[src/hdl/nnbt_pkg.sv]
// Shared constants and codes of the nearest-neighbour blob tracker.
// No dependencies; used by nearest_neighbour_blob_tracker_unit and the testbench.
`default_nettype none

package nnbt_pkg;

	// Defaults of the top-level parameters
	localparam int unsigned MAX_BLOBS_DEF  = 16;
	localparam int unsigned COORD_BITS_DEF = 12;

	// Fixed field widths
	localparam int unsigned KIND_W  = 2;
	localparam int unsigned EV_W    = 3;
	localparam int unsigned ID_W    = 16;
	localparam int unsigned MD_W    = 13;
	localparam int unsigned TOL_W   = 8;
	localparam int unsigned LOST_W  = 8;
	localparam int unsigned CFG_W   = 13;
	localparam int unsigned CFG_IX_W = 2;

	// Reset values of the configuration registers
	localparam logic [MD_W-1:0]  MAX_DIST_RST = 13'd50;
	localparam logic [TOL_W-1:0] LOST_TOL_RST = 8'd10;

	// Lost count saturation value
	localparam logic [LOST_W-1:0] LOST_SAT = 8'hFF;

	// Configuration register indexes
	localparam logic [CFG_IX_W-1:0] CFG_MAX_DIST = 2'd0;
	localparam logic [CFG_IX_W-1:0] CFG_LOST_TOL = 2'd1;

	// Input item kinds
	typedef enum logic [KIND_W-1:0] {
		KIND_FRAME_START = 2'd0,
		KIND_DETECT      = 2'd1,
		KIND_FRAME_END   = 2'd2
	} kind_t;

	// Result event codes
	typedef enum logic [EV_W-1:0] {
		EV_MATCH      = 3'd0,
		EV_NEW        = 3'd1,
		EV_REMOVED    = 3'd2,
		EV_FRAME_DONE = 3'd3,
		EV_FULL       = 3'd4
	} event_t;

endpackage

`default_nettype wire

[src/hdl/nearest_neighbour_blob_tracker_unit.sv]
// Top level of the nearest-neighbour blob tracker: sequencer, slot table, output register.
// Depends on nnbt_pkg and nnbt_sq_unit.
`default_nettype none

// Tracks touch blobs across frames in a table of MAX_BLOBS slots. Three kinds of input
// beat: frame start clears every active mark and gives no result; a detection gives
// exactly one result (matched, new blob, or table full with the beat dropped); frame
// end gives one "removed" result per expired blob in slot order and then "frame done",
// the only one of that group with last set. A detection matches the valid slot at the
// smallest squared distance (ties to the lowest slot) when that distance is strictly
// below max_distance squared and the slot is not yet active this frame. The block
// takes one beat at a time. A detection occupies the block while it squares the
// limit and scans every slot, and then while it waits for the output register: one
// squaring unit is shared by the limit and by both axes of every slot, so each slot
// is squared on that unit once per axis. Frame end walks the table slot by slot,
// reading the slot memory then acting on it, and each result it gives waits for the
// output register to be free.
// A result waits in an output register, so the next beat may be accepted while it is
// still pending. Configuration is written with cfg_wr_en, taking effect at the next
// clock edge; unknown indexes are ignored.

module nearest_neighbour_blob_tracker_unit #(
	parameter int unsigned MAX_BLOBS  = nnbt_pkg::MAX_BLOBS_DEF,
	parameter int unsigned COORD_BITS = nnbt_pkg::COORD_BITS_DEF
) (
	input  wire logic                          clk,
	input  wire logic                          arst_n,
	// configuration write port
	input  wire logic                          cfg_wr_en,
	input  wire logic [nnbt_pkg::CFG_IX_W-1:0] cfg_index,
	input  wire logic [nnbt_pkg::CFG_W-1:0]    cfg_data,
	// input items
	input  wire logic                          item_valid,
	output logic                               item_ready,
	input  wire logic [nnbt_pkg::KIND_W-1:0]   kind,
	input  wire logic [COORD_BITS-1:0]         x_pos,
	input  wire logic [COORD_BITS-1:0]         y_pos,
	// results
	output logic                               result_valid,
	input  wire logic                          result_ready,
	output logic [nnbt_pkg::EV_W-1:0]          event_res,
	output logic [nnbt_pkg::ID_W-1:0]          blob_id,
	output logic [COORD_BITS-1:0]              x_out,
	output logic [COORD_BITS-1:0]              y_out,
	output logic                               last
);

	// operand width of the shared unit: wide enough for a coordinate and for max_distance
	localparam int unsigned OW = (COORD_BITS > nnbt_pkg::MD_W) ? COORD_BITS : nnbt_pkg::MD_W;
	localparam int unsigned PW = 2 * OW;
	localparam int unsigned DW = PW + 1;
	localparam int unsigned SW = (MAX_BLOBS > 1) ? $clog2(MAX_BLOBS) : 1;
	localparam int unsigned IW = $clog2(MAX_BLOBS + 1);

	typedef enum logic [6:0] {
		S_IDLE    = 7'b0000001,
		S_LIM     = 7'b0000010,
		S_SCAN    = 7'b0000100,
		S_DECIDE  = 7'b0001000,
		S_FE_RD   = 7'b0010000,
		S_FE_EV   = 7'b0100000,
		S_FE_DONE = 7'b1000000
	} state_t;

	state_t state_q;

	// configuration
	logic [nnbt_pkg::MD_W-1:0]  max_dist_q;
	logic [nnbt_pkg::TOL_W-1:0] lost_tol_q;

	// per-slot flags in flip-flops, cleared by reset
	logic [MAX_BLOBS-1:0] valid_q;
	logic [MAX_BLOBS-1:0] active_q;
	logic [nnbt_pkg::ID_W-1:0] last_id_q;

	// slot memory: one write port, one registered read port
	logic [nnbt_pkg::ID_W-1:0]   mem_id   [MAX_BLOBS];
	logic [COORD_BITS-1:0]       mem_x    [MAX_BLOBS];
	logic [COORD_BITS-1:0]       mem_y    [MAX_BLOBS];
	logic [nnbt_pkg::LOST_W-1:0] mem_lost [MAX_BLOBS];

	logic [SW-1:0]               rd_addr;
	logic [nnbt_pkg::ID_W-1:0]   rd_id_q;
	logic [COORD_BITS-1:0]       rd_x_q;
	logic [COORD_BITS-1:0]       rd_y_q;
	logic [nnbt_pkg::LOST_W-1:0] rd_lost_q;

	logic                        we_id, we_xy, we_lost;
	logic [SW-1:0]               wr_addr;
	logic [nnbt_pkg::ID_W-1:0]   wr_id;
	logic [nnbt_pkg::LOST_W-1:0] wr_lost;

	// sequencer
	logic [IW-1:0] idx_q;
	logic          ph_q;

	// latched detection
	logic [COORD_BITS-1:0] x_q, y_q;

	// search state
	logic [PW-1:0]             lim_q;
	logic [PW-1:0]             acc_q;
	logic [nnbt_pkg::ID_W-1:0] cand_id_q;
	logic                      best_found_q;
	logic [DW-1:0]             best_d_q;
	logic [SW-1:0]             best_idx_q;
	logic [nnbt_pkg::ID_W-1:0] best_id_q;
	logic                      free_found_q;
	logic [SW-1:0]             free_idx_q;

	// shared unit
	logic [OW-1:0] sq_a, sq_b;
	logic [PW-1:0] prod_q;

	// output register
	logic                        out_valid_q;
	logic [nnbt_pkg::EV_W-1:0]   out_ev_q;
	logic [nnbt_pkg::ID_W-1:0]   out_id_q;
	logic [COORD_BITS-1:0]       out_x_q, out_y_q;
	logic                        out_last_q;

	logic          out_free;
	logic          out_load;
	logic          in_acc;
	logic [SW-1:0] fold_idx;
	logic [DW-1:0] d_sum;
	logic          fold_better;
	logic          scan_end;
	logic          match;
	logic [SW-1:0] fe_idx;
	logic          fe_live, fe_remove, fe_age, fe_end;

	assign item_ready   = (state_q == S_IDLE);
	assign in_acc       = item_valid && item_ready;
	assign out_free     = !out_valid_q || result_ready;

	assign result_valid = out_valid_q;
	assign event_res    = out_ev_q;
	assign blob_id      = out_id_q;
	assign x_out        = out_x_q;
	assign y_out        = out_y_q;
	assign last         = out_last_q;

	// scan: slot idx-1 is folded in phase 1, once both of its squares are in
	assign fold_idx    = SW'(idx_q - 1'b1);
	assign d_sum       = DW'(acc_q) + DW'(prod_q);
	assign fold_better = !best_found_q || (d_sum < best_d_q);
	assign scan_end    = (idx_q == IW'(MAX_BLOBS));
	assign match       = best_found_q && (best_d_q < DW'(lim_q)) && !active_q[best_idx_q];

	// frame end walk
	assign fe_idx    = idx_q[SW-1:0];
	assign fe_live   = valid_q[fe_idx] && !active_q[fe_idx];
	assign fe_remove = fe_live && (rd_lost_q > lost_tol_q);
	assign fe_age    = fe_live && !fe_remove && (rd_lost_q != nnbt_pkg::LOST_SAT);
	assign fe_end    = (idx_q == IW'(MAX_BLOBS - 1));

	// a result enters the output register this cycle
	assign out_load = out_free && ((state_q == S_DECIDE) || (state_q == S_FE_DONE) ||
		(state_q == S_FE_EV && fe_remove));

	// read address follows the sequencer index; park at slot 0 past the end
	assign rd_addr = (idx_q < IW'(MAX_BLOBS)) ? idx_q[SW-1:0] : '0;

	// operand select of the shared unit
	always_comb begin
		sq_a = '0;
		sq_b = '0;
		case (state_q)
			S_LIM: begin
				sq_a = OW'(max_dist_q);
			end
			S_SCAN: begin
				if (ph_q) begin
					// dx of slot idx
					sq_a = OW'(x_q);
					sq_b = OW'(rd_x_q);
				end else begin
					// dy of slot idx-1
					sq_a = OW'(y_q);
					sq_b = OW'(rd_y_q);
				end
			end
			default: begin
			end
		endcase
	end

	nnbt_sq_unit #(
		.OP_W (OW)
	) u_sq (
		.clk    (clk),
		.a      (sq_a),
		.b      (sq_b),
		.prod_q (prod_q)
	);

	// slot memory write decode
	always_comb begin
		we_id   = 1'b0;
		we_xy   = 1'b0;
		we_lost = 1'b0;
		wr_addr = best_idx_q;
		wr_id   = last_id_q + 1'b1;
		wr_lost = '0;
		case (state_q)
			S_DECIDE: begin
				if (out_free) begin
					if (match) begin
						we_xy   = 1'b1;
						we_lost = 1'b1;
					end else if (free_found_q) begin
						wr_addr = free_idx_q;
						we_id   = 1'b1;
						we_xy   = 1'b1;
						we_lost = 1'b1;
					end
				end
			end
			S_FE_EV: begin
				wr_addr = fe_idx;
				wr_lost = rd_lost_q + 1'b1;
				we_lost = fe_age;
			end
			default: begin
			end
		endcase
	end

	always_ff @(posedge clk) begin
		if (we_id) begin
			mem_id[wr_addr] <= wr_id;
		end
		if (we_xy) begin
			mem_x[wr_addr] <= x_q;
			mem_y[wr_addr] <= y_q;
		end
		if (we_lost) begin
			mem_lost[wr_addr] <= wr_lost;
		end
		rd_id_q   <= mem_id[rd_addr];
		rd_x_q    <= mem_x[rd_addr];
		rd_y_q    <= mem_y[rd_addr];
		rd_lost_q <= mem_lost[rd_addr];
	end

	// datapath registers, no reset
	always_ff @(posedge clk) begin
		if (in_acc) begin
			x_q <= x_pos;
			y_q <= y_pos;
		end
		if (state_q == S_SCAN) begin
			if (!ph_q) begin
				// hold dx^2 of the previous slot while its dy^2 is formed
				acc_q     <= prod_q;
				cand_id_q <= rd_id_q;
				if (idx_q == '0) begin
					lim_q <= prod_q;
				end
			end else if (idx_q != '0) begin
				if (valid_q[fold_idx] && fold_better) begin
					best_d_q   <= d_sum;
					best_idx_q <= fold_idx;
					best_id_q  <= cand_id_q;
				end
				if (!valid_q[fold_idx] && !free_found_q) begin
					free_idx_q <= fold_idx;
				end
			end
		end
		// result payload
		if (state_q == S_DECIDE && out_free) begin
			out_x_q    <= x_q;
			out_y_q    <= y_q;
			out_last_q <= 1'b1;
			if (match) begin
				out_ev_q <= nnbt_pkg::EV_MATCH;
				out_id_q <= best_id_q;
			end else if (free_found_q) begin
				out_ev_q <= nnbt_pkg::EV_NEW;
				out_id_q <= last_id_q + 1'b1;
			end else begin
				out_ev_q <= nnbt_pkg::EV_FULL;
				out_id_q <= '0;
			end
		end
		if (state_q == S_FE_EV && fe_remove && out_free) begin
			out_ev_q   <= nnbt_pkg::EV_REMOVED;
			out_id_q   <= rd_id_q;
			out_x_q    <= rd_x_q;
			out_y_q    <= rd_y_q;
			out_last_q <= 1'b0;
		end
		if (state_q == S_FE_DONE && out_free) begin
			out_ev_q   <= nnbt_pkg::EV_FRAME_DONE;
			out_id_q   <= '0;
			out_x_q    <= '0;
			out_y_q    <= '0;
			out_last_q <= 1'b1;
		end
	end

	// control
	always_ff @(posedge clk or negedge arst_n) begin
		if (!arst_n) begin
			state_q      <= S_IDLE;
			max_dist_q   <= nnbt_pkg::MAX_DIST_RST;
			lost_tol_q   <= nnbt_pkg::LOST_TOL_RST;
			valid_q      <= '0;
			active_q     <= '0;
			last_id_q    <= '0;
			idx_q        <= '0;
			ph_q         <= 1'b0;
			best_found_q <= 1'b0;
			free_found_q <= 1'b0;
			out_valid_q  <= 1'b0;
		end else begin
			if (cfg_wr_en) begin
				case (cfg_index)
					nnbt_pkg::CFG_MAX_DIST: max_dist_q <= cfg_data[nnbt_pkg::MD_W-1:0];
					nnbt_pkg::CFG_LOST_TOL: lost_tol_q <= cfg_data[nnbt_pkg::TOL_W-1:0];
					default: begin
					end
				endcase
			end

			// load a new result, else drop the one just taken
			if (out_load) begin
				out_valid_q <= 1'b1;
			end else if (out_valid_q && result_ready) begin
				out_valid_q <= 1'b0;
			end

			case (state_q)
				S_IDLE: begin
					idx_q <= '0;
					ph_q  <= 1'b0;
					if (in_acc) begin
						case (kind)
							nnbt_pkg::KIND_FRAME_START: active_q <= '0;
							nnbt_pkg::KIND_DETECT:      state_q  <= S_LIM;
							nnbt_pkg::KIND_FRAME_END:   state_q  <= S_FE_RD;
							default: begin
							end
						endcase
					end
				end
				S_LIM: begin
					// square max_distance; the scan latches it on its first cycle
					best_found_q <= 1'b0;
					free_found_q <= 1'b0;
					state_q      <= S_SCAN;
				end
				S_SCAN: begin
					if (!ph_q) begin
						ph_q <= 1'b1;
					end else begin
						if (idx_q != '0) begin
							if (valid_q[fold_idx] && fold_better) begin
								best_found_q <= 1'b1;
							end
							if (!valid_q[fold_idx]) begin
								free_found_q <= 1'b1;
							end
						end
						ph_q <= 1'b0;
						if (scan_end) begin
							state_q <= S_DECIDE;
						end else begin
							idx_q <= idx_q + 1'b1;
						end
					end
				end
				S_DECIDE: begin
					if (out_free) begin
						if (match) begin
							active_q[best_idx_q] <= 1'b1;
						end else if (free_found_q) begin
							last_id_q            <= last_id_q + 1'b1;
							valid_q[free_idx_q]  <= 1'b1;
							active_q[free_idx_q] <= 1'b0;
						end
						state_q <= S_IDLE;
					end
				end
				S_FE_RD: begin
					state_q <= S_FE_EV;
				end
				S_FE_EV: begin
					// a removal waits for the output register; ageing never does
					if (!fe_remove || out_free) begin
						if (fe_remove) begin
							valid_q[fe_idx] <= 1'b0;
						end
						if (fe_end) begin
							state_q <= S_FE_DONE;
						end else begin
							idx_q   <= idx_q + 1'b1;
							state_q <= S_FE_RD;
						end
					end
				end
				S_FE_DONE: begin
					if (out_free) begin
						state_q <= S_IDLE;
					end
				end
				default: begin
					state_q <= S_IDLE;
				end
			endcase
		end
	end

	// a new blob advances the ID counter by exactly one, wrapping
	a_new_id: assert property (@(posedge clk) disable iff (!arst_n)
		(state_q == S_DECIDE && out_free && !match && free_found_q)
		|=> (last_id_q == $past(last_id_q) + 16'd1))
		else $error("blob ID counter did not advance on a new blob");

	// a matched slot is marked active for the rest of the frame
	a_match_active: assert property (@(posedge clk) disable iff (!arst_n)
		(state_q == S_DECIDE && out_free && match)
		|=> (active_q[$past(best_idx_q)] && out_valid_q))
		else $error("matched slot not marked active");

	// the scan never runs past the drain step
	a_scan_bound: assert property (@(posedge clk) disable iff (!arst_n)
		(state_q == S_SCAN) |-> (idx_q <= IW'(MAX_BLOBS)))
		else $error("scan index out of range");

	// a removal at frame end loads a result without last and frees its slot
	a_fe_remove: assert property (@(posedge clk) disable iff (!arst_n)
		(state_q == S_FE_EV && fe_remove && out_free)
		|=> (out_valid_q && !out_last_q && !valid_q[$past(fe_idx)]))
		else $error("removal result without clearing the slot");

endmodule

`default_nettype wire

[src/hdl/nnbt_sq_unit.sv]
// Shared squaring unit of the blob tracker: registered (a - b)^2, unsigned.
// No package dependencies; instantiated by nearest_neighbour_blob_tracker_unit.
`default_nettype none

module nnbt_sq_unit #(
	parameter int unsigned OP_W = 13
) (
	input  wire logic                clk,
	input  wire logic [OP_W-1:0]     a,
	input  wire logic [OP_W-1:0]     b,
	output logic      [2*OP_W-1:0]   prod_q
);

	logic [OP_W-1:0] diff;

	// absolute difference, then square
	assign diff = (a >= b) ? (a - b) : (b - a);

	always_ff @(posedge clk) begin
		prod_q <= {{OP_W{1'b0}}, diff} * {{OP_W{1'b0}}, diff};
	end

endmodule

`default_nettype wire

[config.mk]
export PLATFORM = sky130hd
export DESIGN_NAME = nearest_neighbour_blob_tracker_unit
export DESIGN_NICKNAME = d
export VERILOG_FILES = /design/src/hdl/nnbt_pkg.sv /design/src/hdl/nearest_neighbour_blob_tracker_unit.sv /design/src/hdl/nnbt_sq_unit.sv
export SDC_FILE = /design/constraint.sdc
export NUM_CORES = 2
export LEC_CHECK = 0
export ABC_AREA = 1
export BUFFER_PORTS_ARGS = -buffer_cell sky130_fd_sc_hd__buf_2
export CAP_MARGIN = 20
export CELL_PAD_IN_SITES_DETAIL_PLACEMENT = 1
export CELL_PAD_IN_SITES_GLOBAL_PLACEMENT = 1
export CORE_UTILIZATION = 40
export DETAILED_ROUTE_END_ITERATION = 7
export GPL_TIMING_DRIVEN = 1
export PLACE_DENSITY_LB_ADDON = 0.1
export SLEW_MARGIN = 0
export SYNTH_ARGS = -nofsm -noshare
export SYNTH_HDL_FRONTEND = slang
export SYNTH_HIERARCHICAL = 1
export SYNTH_SLANG_ARGS = --single-unit
export TNS_END_PERCENT = 10
[constraint.sdc]
create_clock -name clk -period 15.6 [get_ports clk]
set_clock_uncertainty 0.05 [all_clocks]
set_input_delay 0.78 -clock clk [delete_from_list [all_inputs] [get_ports clk]]
set_output_delay 0.78 -clock clk [all_outputs]
set_load 0.05 [all_outputs]
==> impl_results.md <==
- Run status: finished clean
- First-pass GRT wire length: 253000 um
- Count of state elements after synthesis: 1113
- Total CTS buffers: 118
- Reg2Reg Capture Point: u_sq/prod_q[18]$_DFF_P_
- Critical-path maximum fanout: 56
- Max_slew headroom: 0.274
- CP arrival: 10.34 ns
- Yosys top cell area share: 0.512
- Top FF cell, synth: edfxtp_1
- Post-synthesis sequential area ratio: 0.596
- Slew @ Worst Pin: 1.09 ns
- Cells on Worst Hold Path: 1
- DP Area: 55900 um^2
- Worst path depth: 35
- Final Non-Filler Cells: 7065
- Vias in the first global route: 39646
- Post-cts resize count: 0
- Syn Inst Count: 5137
- Number of synthesized flops with an enable pin: 911
- FF-to-FF path depth: 35
- Row count: 133
- Inst Count DP: 6833
- CTS clk-pin slew, worst paths: 0.06 ns
- Most common library cells after synthesis: nor2_1 (1030), edfxtp_1 (911), nand2_1 (709)
- Synth area leader: edfxtp_1
- Distinct cell type count after synthesis: 65
- Remaining antenna violation count: 0
- Drt pass-1 iters: 7
- Initial DRC Count: 2899
- WS Path Type: flip-flop to flip-flop
- Post-CTS Setup Bufs: 0
- Max Clk Rate: 103 MHz
- Initial antenna violation count: 6
- Post-route minimum period: 9.74 ns
- Total negative slack: 0 ns
- Tcrit/Tclk final: 0.624
- CP delay by family, top: adder cells
- Critical Path RT: 16.21 ns
- Die footprint: 135000 um^2
- Hold/Removal Path Class: primary input to flip-flop
- Initial Util: 0.405
- Die width: 367 um
- Setup violators final: 0
- Setup crit end kind: flip-flop
- RSZ-0062 raised after global routing: false
- Syn avg cell area: 10.4 um^2
- Clock Sinks: 1113
- Total gr overflow: 0
- # hold bufs at CTS: 1
- Post-synthesis async set-or-reset flop share: 0.0764
- Drc violations: 0
- Worst skew pair latency: 0.78 ns
- Port bufs: 91
- Synth Warn #: 6
- Fin area: 60200 um^2
- Fin nets: 5533
- Slew Viols, Final: 0
- Critical path launch point type: flip-flop
- Io pins: 92
- Total wire length: 169000 um
- Area grow syn2layout: 12.7%
- CTS Buffer Depth: 3
- Synth area leaders: edfxtp_1 (51%), nor2_1 (7.2%), nand2_1 (5.0%)
- Max-cap violations: 0
- Overall global routing resource usage: 0.249
- H-Tree Level Count: 3
- Drt wl/cell: 23.9 um
- Max incr delay on CP: 0.65 ns
- Worst hold margin: 0.128 ns
- Largest net degree at the start of global routing: 140
- Reg2Reg Setup Slack: 5.86 ns
- Most common cell in the netlist: nor2_1
- HPWL after DPL: 107000 um
- Slowest-stage cell, CP: buf_4
- Die Height: 367 um
- Layout cells sized above 1: 0.0955
- Drt via density: 5.42
- Crit. Startpoint: state_q[6]$_DFFE_PN0P_
- DR vias: 38295
- Core ar.: 132000 um^2
- RD Place Congestion: 0.866
- Worst R2R Start: state_q[6]$_DFFE_PN0P_
- Synth Cell Area: 53400 um^2
- WP buf/inv: 9
- Cell mode on critical path: inv_1
- CTS tree: done
- Hold Path End: y_q[8]$_DFFE_PP_
- HP Start: y_pos[8]
- Mapped Nets: 5466
- Cell chosen for the clock root: clkbuf_16
- Final Hold Fails: 0
[cell usage in the layout (no fill, tap or decap), types with 100 or more instances in the layout]
master and instances:
dfxtp_1 117, ha_1 183, nand3_1 242, nor2_1 992, o311ai_0 182, a21oi_1 134
o21ai_0 376, inv_1 502, fa_1 100, clkbuf_16 118, edfxtp_1 911, nand2_1 708
[cells by family after synthesis]
family | Yosys count | synth area share
and+or+nand+nor | 2105 | 0.161
adders and majority gates | 283 | 0.0804
muxes | 4 | 0.000844
other | 2 | 0.000141
xor gates and xnor gates | 70 | 0.0115
buffers and inverters | 756 | 0.0560
AOI/OAI and AO/OA | 804 | 0.0940
DFF | 1113 | 0.596
[per-stage QoR]
step	setup WS [ns]	utilization
2_1_floorplan	7.25	-
3_3_place_gp	6.25	0.423
3_5_place_dp	5.91	0.424
4_1_cts	5.82	0.456
5_1_grt	5.18	0.456
6_report	5.86	0.456
[state kept, by name, indices dropped and copies added (netlist names), 12 cells and up]
signal       cells
mem_id         256
mem_x          192
mem_y          192
mem_lost       128
best_d_q        27
acc_q           26
lim_q           26
u_sq/prod_q     25
active_q        16
best_id_q       16
blob_id         16
cand_id_q       16
last_id_q       16
rd_id_q         16
valid_q         16
max_dist_q      13
rd_x_q          12
rd_y_q          12
x_out           12
x_q             12
y_out           12
y_q             12
[layer usage]
metal | global-route usage | vias to the layer above | wire length (um)
met4 | 0.0615 | 0 | 3310
met5 | 0 | - | 0
met1 | 0.354 | 19607 | 79100
met2 | 0.404 | 781 | 78500
li1 | - | 17724 | -
met3 | 0.0330 | 183 | 7800
[cell type report]
class                   instances  area (um^2)
fillers                     14286        71800
flip-flops and latches       1113        31800
diodes                          1         2.50
inverters                     527         2000
well taps                    1755         2200
clock buffers                 147         3210
multi-input cells            3268        18800
repair buffers                176         1160
clock inverters                78         1010
[how the worst max path moves through the flow]
| stage | endpoint | slack (ns) |
|---|---|---|
| final | u_sq/prod_q[18]$_DFF_P_ | 5.86 |
| after global routing | u_sq/prod_q[13]$_DFF_P_ | 5.18 |
| after CTS | u_sq/prod_q[18]$_DFF_P_ | 5.82 |
| after detailed placement | u_sq/prod_q[20]$_DFF_P_ | 5.91 |
| after global placement | u_sq/prod_q[25]$_DFF_P_ | 6.25 |
| after floorplan | u_sq/prod_q[20]$_DFF_P_ | 7.25 |
Power is not shown: default switching activity piles up to over one toggle a cycle in this logic, so the estimate is an artifact.
